**src/hdl/deqr_pkg.sv**
```systemverilog
// Shared types and operation codes for the double-ended queue with reverse.
`default_nettype none

package deqr_pkg;

    // Fixed field widths of the request and result items.
    localparam int ITEM_W  = 32;
    localparam int COUNT_W = 5;

    // Request operation codes.
    typedef enum logic [1:0] {
        OP_PUSH_HEAD = 2'd0,
        OP_PUSH_TAIL = 2'd1,
        OP_POP_HEAD  = 2'd2,
        OP_REVERSE   = 2'd3
    } t_op;

    // One request item.
    typedef struct packed {
        t_op                      operation;
        logic signed [ITEM_W-1:0] item_value;
    } t_request;

    // One result item.
    typedef struct packed {
        logic                     ok;
        logic signed [ITEM_W-1:0] popped_value;
        logic [COUNT_W-1:0]       entry_count;
    } t_result;

endpackage

`default_nettype wire

```
**src/hdl/double_ended_queue_with_reverse_unit.sv**
```systemverilog
// Top level of the bounded double-ended queue with constant-time reverse.
// Every item gives its result on o_done in the cycle after it is accepted.
// Throughput: one item per cycle; busy is never raised, as the entry memory has one
// write port and one registered read port and each item uses at most one of them.
// A removal reads the head entry in the accepting cycle; the read data is registered.
// Reset clears the front index, the entry count and the direction flag; the entry
// memory is not cleared, and only entries already written are ever read.
`default_nettype none

module double_ended_queue_with_reverse_unit
    import deqr_pkg::*;
#(
    parameter int DEPTH = 16
) (
    input  wire logic     i_clk,
    input  wire logic     i_rst_n,
    input  wire logic     start,
    input  wire t_request i_request,
    output logic          busy,
    output logic          o_done,
    output t_result       o_result
);

    localparam int IDX_W = (DEPTH > 1) ? $clog2(DEPTH) : 1;
    localparam int CNT_W = $clog2(DEPTH + 1);
    localparam logic [IDX_W:0] DEPTH_V = (IDX_W + 1)'(DEPTH);
    localparam logic [CNT_W-1:0] DEPTH_C = CNT_W'(DEPTH);

    // Entry memory, written at one address and read at one address per cycle.
    logic signed [ITEM_W-1:0] r_store [DEPTH];
    logic signed [ITEM_W-1:0] r_rd_data;

    // Pointer state.
    logic [IDX_W-1:0] r_front, n_front;
    logic [CNT_W-1:0] r_count, n_count;
    logic             r_rev,   n_rev;

    // Result registers.
    logic r_done;
    logic r_ok,  n_ok;
    logic r_pop, n_pop;

    logic             accept;
    logic             full;
    logic             empty;
    logic [IDX_W-1:0] offset;
    logic             step_up;
    logic [IDX_W:0]   sum;
    logic [IDX_W:0]   diff;
    logic [IDX_W-1:0] target;
    logic             we;
    logic             re;

    // The block never holds a request off.
    assign busy   = 1'b0;
    assign accept = start && !busy;
    assign full   = (r_count == DEPTH_C);
    assign empty  = (r_count == '0);

    // Ring offset from the front that the operation needs.
    always_comb begin
        unique case (i_request.operation)
            OP_PUSH_TAIL: offset = r_count[IDX_W-1:0];
            OP_REVERSE:   offset = IDX_W'(r_count - CNT_W'(1));
            default:      offset = IDX_W'(1);
        endcase
    end

    // Inserting at the head steps against the direction of order; all else steps with it.
    assign step_up = (i_request.operation == OP_PUSH_HEAD) ? r_rev : !r_rev;

    // Modular step around the ring: one add or subtract and one correction.
    always_comb begin
        sum  = {1'b0, r_front} + {1'b0, offset};
        if (sum >= DEPTH_V) begin
            sum = sum - DEPTH_V;
        end
        if (r_front >= offset) begin
            diff = {1'b0, r_front} - {1'b0, offset};
        end else begin
            diff = {1'b0, r_front} + DEPTH_V - {1'b0, offset};
        end
        target = step_up ? sum[IDX_W-1:0] : diff[IDX_W-1:0];
    end

    // Next pointer state and result flags for the accepted item.
    always_comb begin
        n_front = r_front;
        n_count = r_count;
        n_rev   = r_rev;
        n_ok    = 1'b0;
        n_pop   = 1'b0;
        we      = 1'b0;
        re      = 1'b0;
        if (accept) begin
            unique case (i_request.operation)
                OP_PUSH_HEAD: begin
                    if (!full) begin
                        n_front = target;
                        n_count = r_count + CNT_W'(1);
                        n_ok    = 1'b1;
                        we      = 1'b1;
                    end
                end
                OP_PUSH_TAIL: begin
                    if (!full) begin
                        n_count = r_count + CNT_W'(1);
                        n_ok    = 1'b1;
                        we      = 1'b1;
                    end
                end
                OP_POP_HEAD: begin
                    if (!empty) begin
                        n_front = target;
                        n_count = r_count - CNT_W'(1);
                        n_ok    = 1'b1;
                        n_pop   = 1'b1;
                        re      = 1'b1;
                    end
                end
                OP_REVERSE: begin
                    if (!empty) begin
                        n_front = target;
                    end
                    n_rev = !r_rev;
                    n_ok  = 1'b1;
                end
            endcase
        end
    end

    // Control registers.
    always_ff @(posedge i_clk) begin
        if (!i_rst_n) begin
            r_front <= '0;
            r_count <= '0;
            r_rev   <= 1'b0;
            r_done  <= 1'b0;
            r_ok    <= 1'b0;
            r_pop   <= 1'b0;
        end else begin
            r_front <= n_front;
            r_count <= n_count;
            r_rev   <= n_rev;
            r_done  <= accept;
            r_ok    <= n_ok;
            r_pop   <= n_pop;
        end
    end

    // Entry memory: write the inserted item, read the head entry on a removal.
    always_ff @(posedge i_clk) begin
        if (we) begin
            r_store[target] <= i_request.item_value;
        end
        if (re) begin
            r_rd_data <= r_store[r_front];
        end
    end

    // Result item, shown in the cycle after acceptance.
    assign o_done                = r_done;
    assign o_result.ok           = r_ok;
    assign o_result.popped_value = r_pop ? r_rd_data : '0;
    assign o_result.entry_count  = COUNT_W'(r_count);

    // The count never exceeds the ring size.
    a_count_bound: assert property (@(posedge i_clk) disable iff (!i_rst_n)
        r_count <= DEPTH_C)
        else $error("entry count beyond ring size");

    // A result strobe follows every accepted item in the next cycle.
    a_done_follows: assert property (@(posedge i_clk) disable iff (!i_rst_n)
        accept |=> o_done)
        else $error("result strobe missing after accepted item");

    // A failed request never reports a removed value.
    a_fail_zero: assert property (@(posedge i_clk) disable iff (!i_rst_n)
        (o_done && !o_result.ok) |-> (o_result.popped_value == '0))
        else $error("failed request carries a value");

    // Reverse leaves the count unchanged and flips the direction flag.
    a_reverse_count: assert property (@(posedge i_clk) disable iff (!i_rst_n)
        (accept && i_request.operation == OP_REVERSE)
            |=> (r_count == $past(r_count)) && (r_rev != $past(r_rev)))
        else $error("reverse altered the count or kept the direction");

endmodule

`default_nettype wire

```
**config.mk**
```make
export PLATFORM = sky130hd
export DESIGN_NAME = double_ended_queue_with_reverse_unit
export DESIGN_NICKNAME = d
export VERILOG_FILES = /design/src/hdl/deqr_pkg.sv /design/src/hdl/double_ended_queue_with_reverse_unit.sv
export SDC_FILE = /design/constraint.sdc
export NUM_CORES = 1
export LEC_CHECK = 0
export BUFFER_PORTS_ARGS = -buffer_cell sky130_fd_sc_hd__clkbuf_2
export CAP_MARGIN = 20
export CELL_PAD_IN_SITES_DETAIL_PLACEMENT = 0
export CELL_PAD_IN_SITES_GLOBAL_PLACEMENT = 1
export CORE_ASPECT_RATIO = 1.25
export CORE_UTILIZATION = 52
export CTS_BUF_LIST = sky130_fd_sc_hd__clkbuf_8
export CTS_CLUSTER_DIAMETER = 40
export DETAILED_ROUTE_END_ITERATION = 8
export MAX_ROUTING_LAYER = met4
export PLACE_DENSITY = 0.77
export SKIP_CTS_REPAIR_TIMING = 1
export SYNTH_ARGS = -nofsm -noshare
export SYNTH_HDL_FRONTEND = slang
export SYNTH_SLANG_ARGS = --single-unit
```
**constraint.sdc**
```tcl
create_clock -name i_clk -period 5 [get_ports i_clk]
set_input_delay 0.75 -clock i_clk [delete_from_list [all_inputs] [get_ports i_clk]]
set_output_delay 0.75 -clock i_clk [all_outputs]
set_load 0.01 [all_outputs]
```
After elaboration in Yosys (flattened, before gate mapping)
Memory sizes are Yosys's and may differ from the RTL's. A register that Yosys moved wholly into a read port is not among the register bits.
Cells that the tools add are included.

storage, ports and cells
  output and inout port bits = 40
  bits of input ports = 37
  RAM bits = 512
  register bits = 13
  memories kept = 1
  logic and storage cells = 56

memory list
  memory   depth  bits a word  read ports  clocked after Yosys merged registers in  wr ports  line                                        RTL
  r_store  16     32           1           1                                        1         double_ended_queue_with_reverse_unit.sv:30  logic signed [ITEM_W-1:0] r_store [DEPTH];

cells by class
  magnitude comparators = 2
  add/subtract/negate cells = 7
  equal/unequal tests = 8
  muxes and demuxes = 21
  reduce and logical (&&, ||, !) cells = 11

operators by type and width
  operator                                                               number
  32-bit two-way mux                                                     1
  4-bit two-way mux                                                      5
  4-bit case mux with 2 select lines                                     2
  5-bit two-way mux                                                      2
  5-bit case mux with 2 select lines                                     1
  1-bit two-way mux                                                      9
  2-bit != test, second input constant                                   4
  4-bit AND reduction                                                    2
  4-bit subtractor                                                       2
  4-bit by 4-bit adder with 5-bit output                                 1
  5-bit by 1-bit adder with 5-bit output, second input constant          1
  5-bit equality test, second input constant                             1
  5-bit >= comparator, second input constant                             1
  5-bit logical NOT                                                      1
  5-bit by 1-bit subtractor with 5-bit output, second input constant     1
  4-bit by 1-bit adder with 4-bit output, second input constant          1
  2-bit equality test, second input constant                             2
  4-bit >= comparator                                                    1
  2-bit AND reduction                                                    2
  2-bit nonzero test                                                     2
  2-bit OR reduction                                                     2
  4-bit by 1-bit subtractor with 4-bit output, second input constant     1
  1-bit case mux with 3 select lines                                     1
  2-bit by 1-bit equality test with 1-bit output, second input constant  1
  2 further kinds                                                        2

Longest topological paths before layout
Gate-level depths: netlist of the first run.

  word-level depth = 8
  depth in mapped cells = 12
  depth with buffers taken out = 12

Least setup slack after synthesis of the first run
No wires, ideal clock.

  path type = input port to flip-flop
  from = in i_request[33] (netlist name)
  to = mem r_store[10][0] (enable)
  setup slack = 0.152 ns
  data arrival time = 4.427 ns
  path buffers = 2
  setup time = 0.421 ns
  stages on the path = 11
  required time = 4.579 ns
  path through = buf_2 > buf_1 > nand2_1 > xnor2_1 > nand2_1 > ha_1 > nor3b_1 > o311ai_4 > and2_2 > xor3_1 > nor2_1

between the ends
  cells in the longest elaborated chain, start to end = 6
  elaborated cells on any way between the ends = 19
  those cells by class = add/sub: 4; order compare: 2; eq/ne: 2; mux: 9; reduce/logical: 2

RTL lines
  what                                                                                line                                                                                     RTL
  start: declaration                                                                  double_ended_queue_with_reverse_unit.sv:18                                               input wire t_request i_request,
  2-bit equality test (tied with other cells)                                         double_ended_queue_with_reverse_unit.sv:62                                               unique case (i_request.operation)
  4-bit case mux with 2 select lines / 2-bit OR reduction (equally long branches)     n/a
  4-bit by 4-bit adder with 5-bit output / 1-bit two-way mux (equally long branches)  n/a
  4-bit by 1-bit subtractor with 4-bit output (tied with other cells)                 double_ended_queue_with_reverse_unit.sv:76                                               sum = sum - DEPTH_V;
  4-bit two-way mux / 1-bit two-way mux (equally long branches)                       double_ended_queue_with_reverse_unit.sv:75, double_ended_queue_with_reverse_unit.sv:153
  4-bit two-way mux / 1-bit two-way mux (equally long branches)                       double_ended_queue_with_reverse_unit.sv:83, double_ended_queue_with_reverse_unit.sv:154
  end: declaration                                                                    double_ended_queue_with_reverse_unit.sv:30

Parallel ways exist; a longest one is shown, timed or not.

Final worst setup path of the first run
  from = reg r_count[0]
  to = mem r_store[10][9] (enable)

between the ends
  cells in the longest elaborated chain, start to end = 6
  elaborated cells on any way between the ends = 17
  those cells by class = add/sub: 5; order compare: 2; eq/ne: 1; mux: 9

RTL lines
  what                                                                                       line                                                                                                                                 RTL
  start: declaration                                                                         double_ended_queue_with_reverse_unit.sv:35                                                                                           logic [CNT_W-1:0] r_count, n_count;
  start signal: assignment                                                                   double_ended_queue_with_reverse_unit.sv:143                                                                                          r_count <= n_count;
  5-bit by 1-bit subtractor with 5-bit output / 5-bit equality test (equally long branches)  n/a
  4-bit case mux with 2 select lines / 1-bit two-way mux (equally long branches)             double_ended_queue_with_reverse_unit.sv:62, double_ended_queue_with_reverse_unit.sv:98, double_ended_queue_with_reverse_unit.sv:106
  4-bit by 4-bit adder with 5-bit output / 1-bit two-way mux (equally long branches)         n/a
  4-bit by 1-bit subtractor with 4-bit output (tied with other cells)                        double_ended_queue_with_reverse_unit.sv:76
  4-bit two-way mux / 1-bit two-way mux (equally long branches)                              double_ended_queue_with_reverse_unit.sv:75, double_ended_queue_with_reverse_unit.sv:153
  4-bit two-way mux / 1-bit two-way mux (equally long branches)                              double_ended_queue_with_reverse_unit.sv:83, double_ended_queue_with_reverse_unit.sv:154

Parallel ways exist; a longest one is shown, timed or not.

==> flow_metrics.tcl, run 1 <==
set metrics [dict create \
    start_util_pct 52.6 \
    grt_first_pass_wirelength_mm 66.2 \
    crit_required_ps 5320 \
    maxSlewHeadroom_pct 26.0 \
    chipWidth_um 184 \
    synth_top_cell_by_area "edfxtp_1" \
    critPathSlowestCell "xor3_1" \
    final_core_util_pct 59.5 \
    crit_path_max_fanout 20 \
    core_area_um2 41000 \
    cp_num_buf_inv 2 \
    cts_max_level 3 \
    synth.distinct_cells 54 \
    setup_viol 0 \
    drc 0 \
    overflow 0 \
    grt_pass1_vias 10200 \
    synthTopCellsByCount "edfxtp_1, mux4_2, and2_1" \
    cts_sinks 557 \
    critPathCaptureType "register" \
    area_growth_pct 13.1 \
    cp.depth 12 \
    tightest_slew_ps 1110 \
    criticalPathCategory "register to register" \
    io_pins 77 \
    yosysMostFrequentCell "edfxtp_1" \
    crit_family "simple AND/OR/NAND/NOR gates" \
    cpMostUsedCell "ha_1" \
    drt_first_pass_iters 5 \
    drt_iter0_markers 944 \
    path_clk_slew_ps 60 \
    drive_gt1_share_pct 35.0 \
    fin_crit_ps 4240 \
    hold_violations 0 \
    syn_nets 984 \
    port_buffers 75 \
    post-route-period-util_pct 84.8 \
    timing.final.ws_setup_ps 758 \
    clock_path_buffers 3 \
    min_from "i_rst_n" \
    die_y_um 230 \
    routabilityCongestion 0.805 \
    ys_ff_latch 557 \
    power_density_nw_per_um2 401 \
    min_path_type "input port to register" \
    grtUsageTotal_pct 23.1 \
    r2r_cells 12 \
    worst_skew_pair.late_latency_ps 650 \
    layout.nets 1128 \
    rsz0062_at_grt "false" \
    vias_per_cell 5.86 \
    vias 9943 \
    critPathMaxStageDelay_ps 680 \
    irDropWorstVdd_v 0.000227 \
    postRouteAntennaNets 0 \
    startpoint_type "register" \
    rows 83 \
    dp_hpwl_mm 27.7 \
    hold_end "r_front[2]$_SDFFE_PN0P_" \
    yosys_warnings 0 \
    synth_area_leaders "edfxtp_1, mux4_2, dfxtp_1" \
    p_leak_nw 7.73 \
    timing.hold.ws_ps 405 \
    hold_depth 3 \
    clockRootBuffer "clkbuf_8" \
    slew_viol_final 0 \
    grt_max_degree 76 \
    status "completed" \
    cp_data_arrival_time_ps 4560 \
    synthCells 936 \
    routedWlPerCell_um 26.6 \
    drt_wl_total_mm 45.1 \
    cts_tree "done" \
    yosysSeqAreaShare_pct 76.9 \
    timing.rr.start "r_count[0]$_SDFFE_PN0P_" \
    synth_edf_count 544 \
    finClkSkew_ps 34.3 \
    timing.fmax_ghz 0.236 \
    r2r_setup_slack_ps 760 \
    rr_endpoint "r_store[10][9]$_DFFE_PP_" \
    crit_chain "inv_1, ha_1, nand2_1, o21ai_0, nand2b_1, ha_1, nor3b_1, o311ai_4, and2_2, xor3_1, nor2_4, buf_12" \
    setup_tns_ps 0 \
    place_ws_ps 547 \
    numCtsBuffers 83 \
    die_area_um2 42300 \
    maxCapViolCount 0 \
    syn-mean-instance-area_um2 23.0 \
    synthArstFlopShare_pct 0 \
    synth_ff_type "edfxtp_1" \
    syn-cell-area_um2 21600 \
    synth_top_area_share_pct 75.7 \
    antenna_found_initial 1 \
]
[power breakdown]
part	internal, mW	leakage (nW)	switching, mW	total, mW
sequential	5.32	5.01	0.0796	5.40
clock	1.65	0.827	1.68	3.33
combinational	0.464	1.89	0.606	1.07
total	7.43	7.73	2.37	9.79
[area by class of cell]
type | count | area, µm²
Fill cell | 2878 | 16600
Multi-Input combinational cell | 322 | 4860
Inverter | 9 | 33.8
Antenna cell | 2 | 5.00
Clock buffer | 85 | 1170
Tap cell | 552 | 691
Timing Repair Buffer | 107 | 716
Sequential cell | 557 | 16600
Clock inverter | 64 | 323
[metrics by stage]
step	instances	instance area [µm²]	power, mW
after floorplan	936	21600	6.16
after global placement	1547	22900	6.57
after detailed placement	1547	22900	6.59
after CTS	1696	24400	9.91
after global routing	1697	24400	10.1
final	1698	24400	9.79
[per-layer routing]
layer / up-vias / routed length (µm) / track usage [%]
met4: 0 / 919 / 7.29
met2: 353 / 24500 / 39.1
met5: - / 0 / -
met3: 59 / 2580 / 3.77
met1: 5272 / 17100 / 28.5
li1: 4259 / - / -
[worst max path at each step]
stage,to,slack (ps),from
2_1_floorplan,r_store[10][0]$_DFFE_PP_,150,i_request[33]
3_3_place_gp,r_store[10][8]$_DFFE_PP_,590,i_request[33]
3_5_place_dp,r_store[10][7]$_DFFE_PP_,550,i_request[33]
4_1_cts,r_store[10][7]$_DFFE_PP_,750,r_count[0]$_SDFFE_PN0P_
5_1_grt,r_store[13][15]$_DFFE_PP_,560,r_count[0]$_SDFFE_PN0P_
6_report,r_store[10][9]$_DFFE_PP_,760,r_count[0]$_SDFFE_PN0P_
[sequential cells by signal, summed over array words and instances, names as in the netlist]
name / cells
r_ok: 1
r_rev: 1
r_count: 5
r_front: 4
o_done: 1
r_store: 512
r_rd_data: 32
r_pop: 1
[layout by cell type (no fill, tap or decap), types with 3 or more instances in the layout]
cell / count
inv_1: 29
o21ai_0: 6
xnor2_1: 6
nand4_1: 3
clkbuf_2: 75
and2_1: 33
nor3_1: 5
buf_12: 8
buf_4: 24
nand2_1: 7
clkbuf_8: 85
dfxtp_1: 9
a21oi_1: 8
clkinv_2: 10
or3_1: 3
edfxtp_1: 544
ha_1: 9
mux4_2: 160
o21ai_1: 3
nor2_1: 11
nand3_1: 6
nor2_4: 16
clkinv_1: 23
clkinvlp_4: 7
nand2b_1: 3
[cells by family after synthesis]
group | synth area share [%]
flip-flops | 76.9
multiplexers | 16.8
AND/OR/NAND/NOR | 2.66
other | 0.0174
XOR/XNOR | 0.539
AO/OA/AOI/OAI | 1.18
buffers and inverters | 1.13
adder cells (fa/ha/maj) | 0.708
[worst reg2reg max path, stage by stage, from the launching register on]
cell and delay [ps]:
dfxtp_1 490, inv_1 150, ha_1 330, nand2_1 80, o21ai_0 80, nand2b_1 220
ha_1 330, nor3b_1 350, o311ai_4 140, and2_2 240, xor3_1 680, nor2_4 560
buf_12 250
(Power assumes the default switching activity.)
==> run 2, diff against run 1 <==
==> constraint.sdc (replaced) <==
create_clock -name i_clk -period 3.42 [get_ports i_clk]
set_input_delay 0.513 -clock i_clk [delete_from_list [all_inputs] [get_ports i_clk]]
set_output_delay 0.513 -clock i_clk [all_outputs]
set_load 0.01 [all_outputs]
==> run 2 against run 1 <==
Effect of this change:
- die area did not move
- count of clock-buffer cells in the layout rose by 1
- clock skew fell by 0.92 ps
- critical path type unchanged
- largest power group unchanged
- register-to-register slack got worse by 640 ps
- sequential cell count did not move
- routed wire length fell by 2.1%
- combinational power rose by 64%
- critical endpoint is now r_store[9][12]$_DFFE_PP_
- global-route usage fell by 0.84 points
- non-clock buffer count rose by 34
- final cell count rose by 2.2%
==> flow_metrics.tcl, run 2 (synthesis results as in run 1) <==
set metrics [dict create \
    fin_crit_ps 3310 \
    core_area_um2 41000 \
    drt_wl_total_mm 44.2 \
    grtUsageTotal_pct 22.2 \
    critPathSlowestCell "xor3_4" \
    layout.nets 1163 \
    timing.rr.start "r_count[1]$_SDFFE_PN0P_" \
    final_cell_mix "edfxtp_1, mux4_2, clkbuf_8" \
    crit_chain "inv_4, ha_4, nand2_1, o21ai_1, nand2b_4, inv_1, ha_1, nor2b_1, o311ai_4, and2_4, xor3_4, buf_4, nor2_4, clkbuf_16" \
    power_density_nw_per_um2 590 \
    rows 83 \
    worst_skew_pair.late_latency_ps 640 \
    min_path_type "input port to register" \
    drive_gt1_share_pct 38.2 \
    multi_input_area_um2 4940 \
    chipWidth_um 184 \
    criticalPathCategory "register to register" \
    clock_path_buffers 3 \
    tightest_slew_ps 1100 \
    status "completed" \
    die_area_um2 42300 \
    routedWlPerCell_um 25.5 \
    layout.cells.non_filler 1736 \
    critPathMaxStageDelay_ps 420 \
    overflow 0 \
    maxSlewHeadroom_pct 26.5 \
    maxCapViolCount 0 \
    area_growth_pct 17.4 \
    die_y_um 230 \
    port_buffers 75 \
    io_pins 77 \
    slew_viol_final 0 \
    largest_reg_flops 512 \
    start_util_pct 52.6 \
    hold_end "r_front[2]$_SDFFE_PN0P_" \
    setup_tns_ps 0 \
    numPlacedInstances 1563 \
    finClkSkew_ps 33.4 \
    path_clk_slew_ps 70 \
    postRouteAntennaNets 0 \
    irDropWorstVdd_v 0.000278 \
    clockRootBuffer "clkbuf_8" \
    cts_sinks 557 \
    numCtsBuffers 84 \
    reg.largest.list "r_store: 512 flops, r_rd_data: 32 flops, r_count: 5 flops" \
    drt_first_pass_iters 5 \
    cp_data_arrival_time_ps 3660 \
    dp_hpwl_mm 26.3 \
    timing.hold.ws_ps 202 \
    rr_endpoint "r_store[9][12]$_DFFE_PP_" \
    routabilityCongestion 0.810 \
    drt_iter0_markers 1036 \
    n_fill_cell 2754 \
    grt_pass1_vias 10200 \
    vias 10200 \
    hold_depth 3 \
    grt_max_degree 75 \
    grt_first_pass_wirelength_mm 64.9 \
    r2r_cells 14 \
    cts_tree "done" \
    cts_max_level 3 \
    critPathCaptureType "register" \
    antenna_found_initial 2 \
    timing.fmax_ghz 0.302 \
    post-route-period-util_pct 96.7 \
    p_leak_nw 8.09 \
    regMostFlops "r_store" \
    min_from "i_rst_n" \
    hold_violations 0 \
    r2r_setup_slack_ps 110 \
    final_common_cell "edfxtp_1" \
    startpoint_type "register" \
    drc 0 \
    crit_required_ps 3770 \
    crit_path_max_fanout 9 \
    vias_per_cell 5.86 \
    seq_area_um2 16600 \
    setup_viol 0 \
]
run 2: metal layers:
metal	part of all wire, %	up-vias	global-route usage (%)
met5	0	-	-
met4	1.5	0	6.64
met3	8.0	51	4.56
met2	47	434	31.1
met1	43	5356	33.4
li1	-	4339	-
run 2: metrics by stage:
step	cell area (µm²)	worst slack, ps	total power, mW	util [%]
2_1_floorplan	21700	39.6	9.07	-
3_3_place_gp	23400	121	9.66	56.9
3_5_place_dp	23400	98.9	9.68	56.9
4_1_cts	25000	38.6	15.0	61.0
5_1_grt	25300	-23.8	15.5	61.7
6_report	25300	114	15.0	61.7
run 2: worst max-delay path, delay by kind of cell (launching register included):
kind	cells	cell delay [ps]
AO/OA/AOI/OAI	2	330
flip-flops	1	400
adder cells (fa/ha/maj)	2	430
XOR/XNOR	1	420
buffers and inverters	4	570
AND/OR/NAND/NOR	5	870
run 2: final cells by class:
cell class,count,area share (%)
clock inverter,67,1.88
timing repair buffer,141,5.43
multi-input combinational,322,19.5
sequential,557,65.6
tap,552,2.73
clock buffer,86,4.67
inverter,9,0.163
antenna,2,0.0198
run 2: power by group:
group	switching [mW]	internal, mW
logic	0.951	0.803
clock network	2.46	2.89
registers	0.0788	7.77
run 2: worst max path at each step:
stage	from	to	slack [ps]
finish	r_count[1]$_SDFFE_PN0P_	r_store[9][12]$_DFFE_PP_	110
global route	r_count[1]$_SDFFE_PN0P_	r_store[14][26]$_DFFE_PP_	-20
floorplan	i_request[33]	r_store[12][0]$_DFFE_PP_	40
global placement	r_count[0]$_SDFFE_PN0P_	r_store[10][8]$_DFFE_PP_	120
CTS	r_count[0]$_SDFFE_PN0P_	r_store[10][1]$_DFFE_PP_	40
detailed placement	r_count[0]$_SDFFE_PN0P_	r_store[10][0]$_DFFE_PP_	100
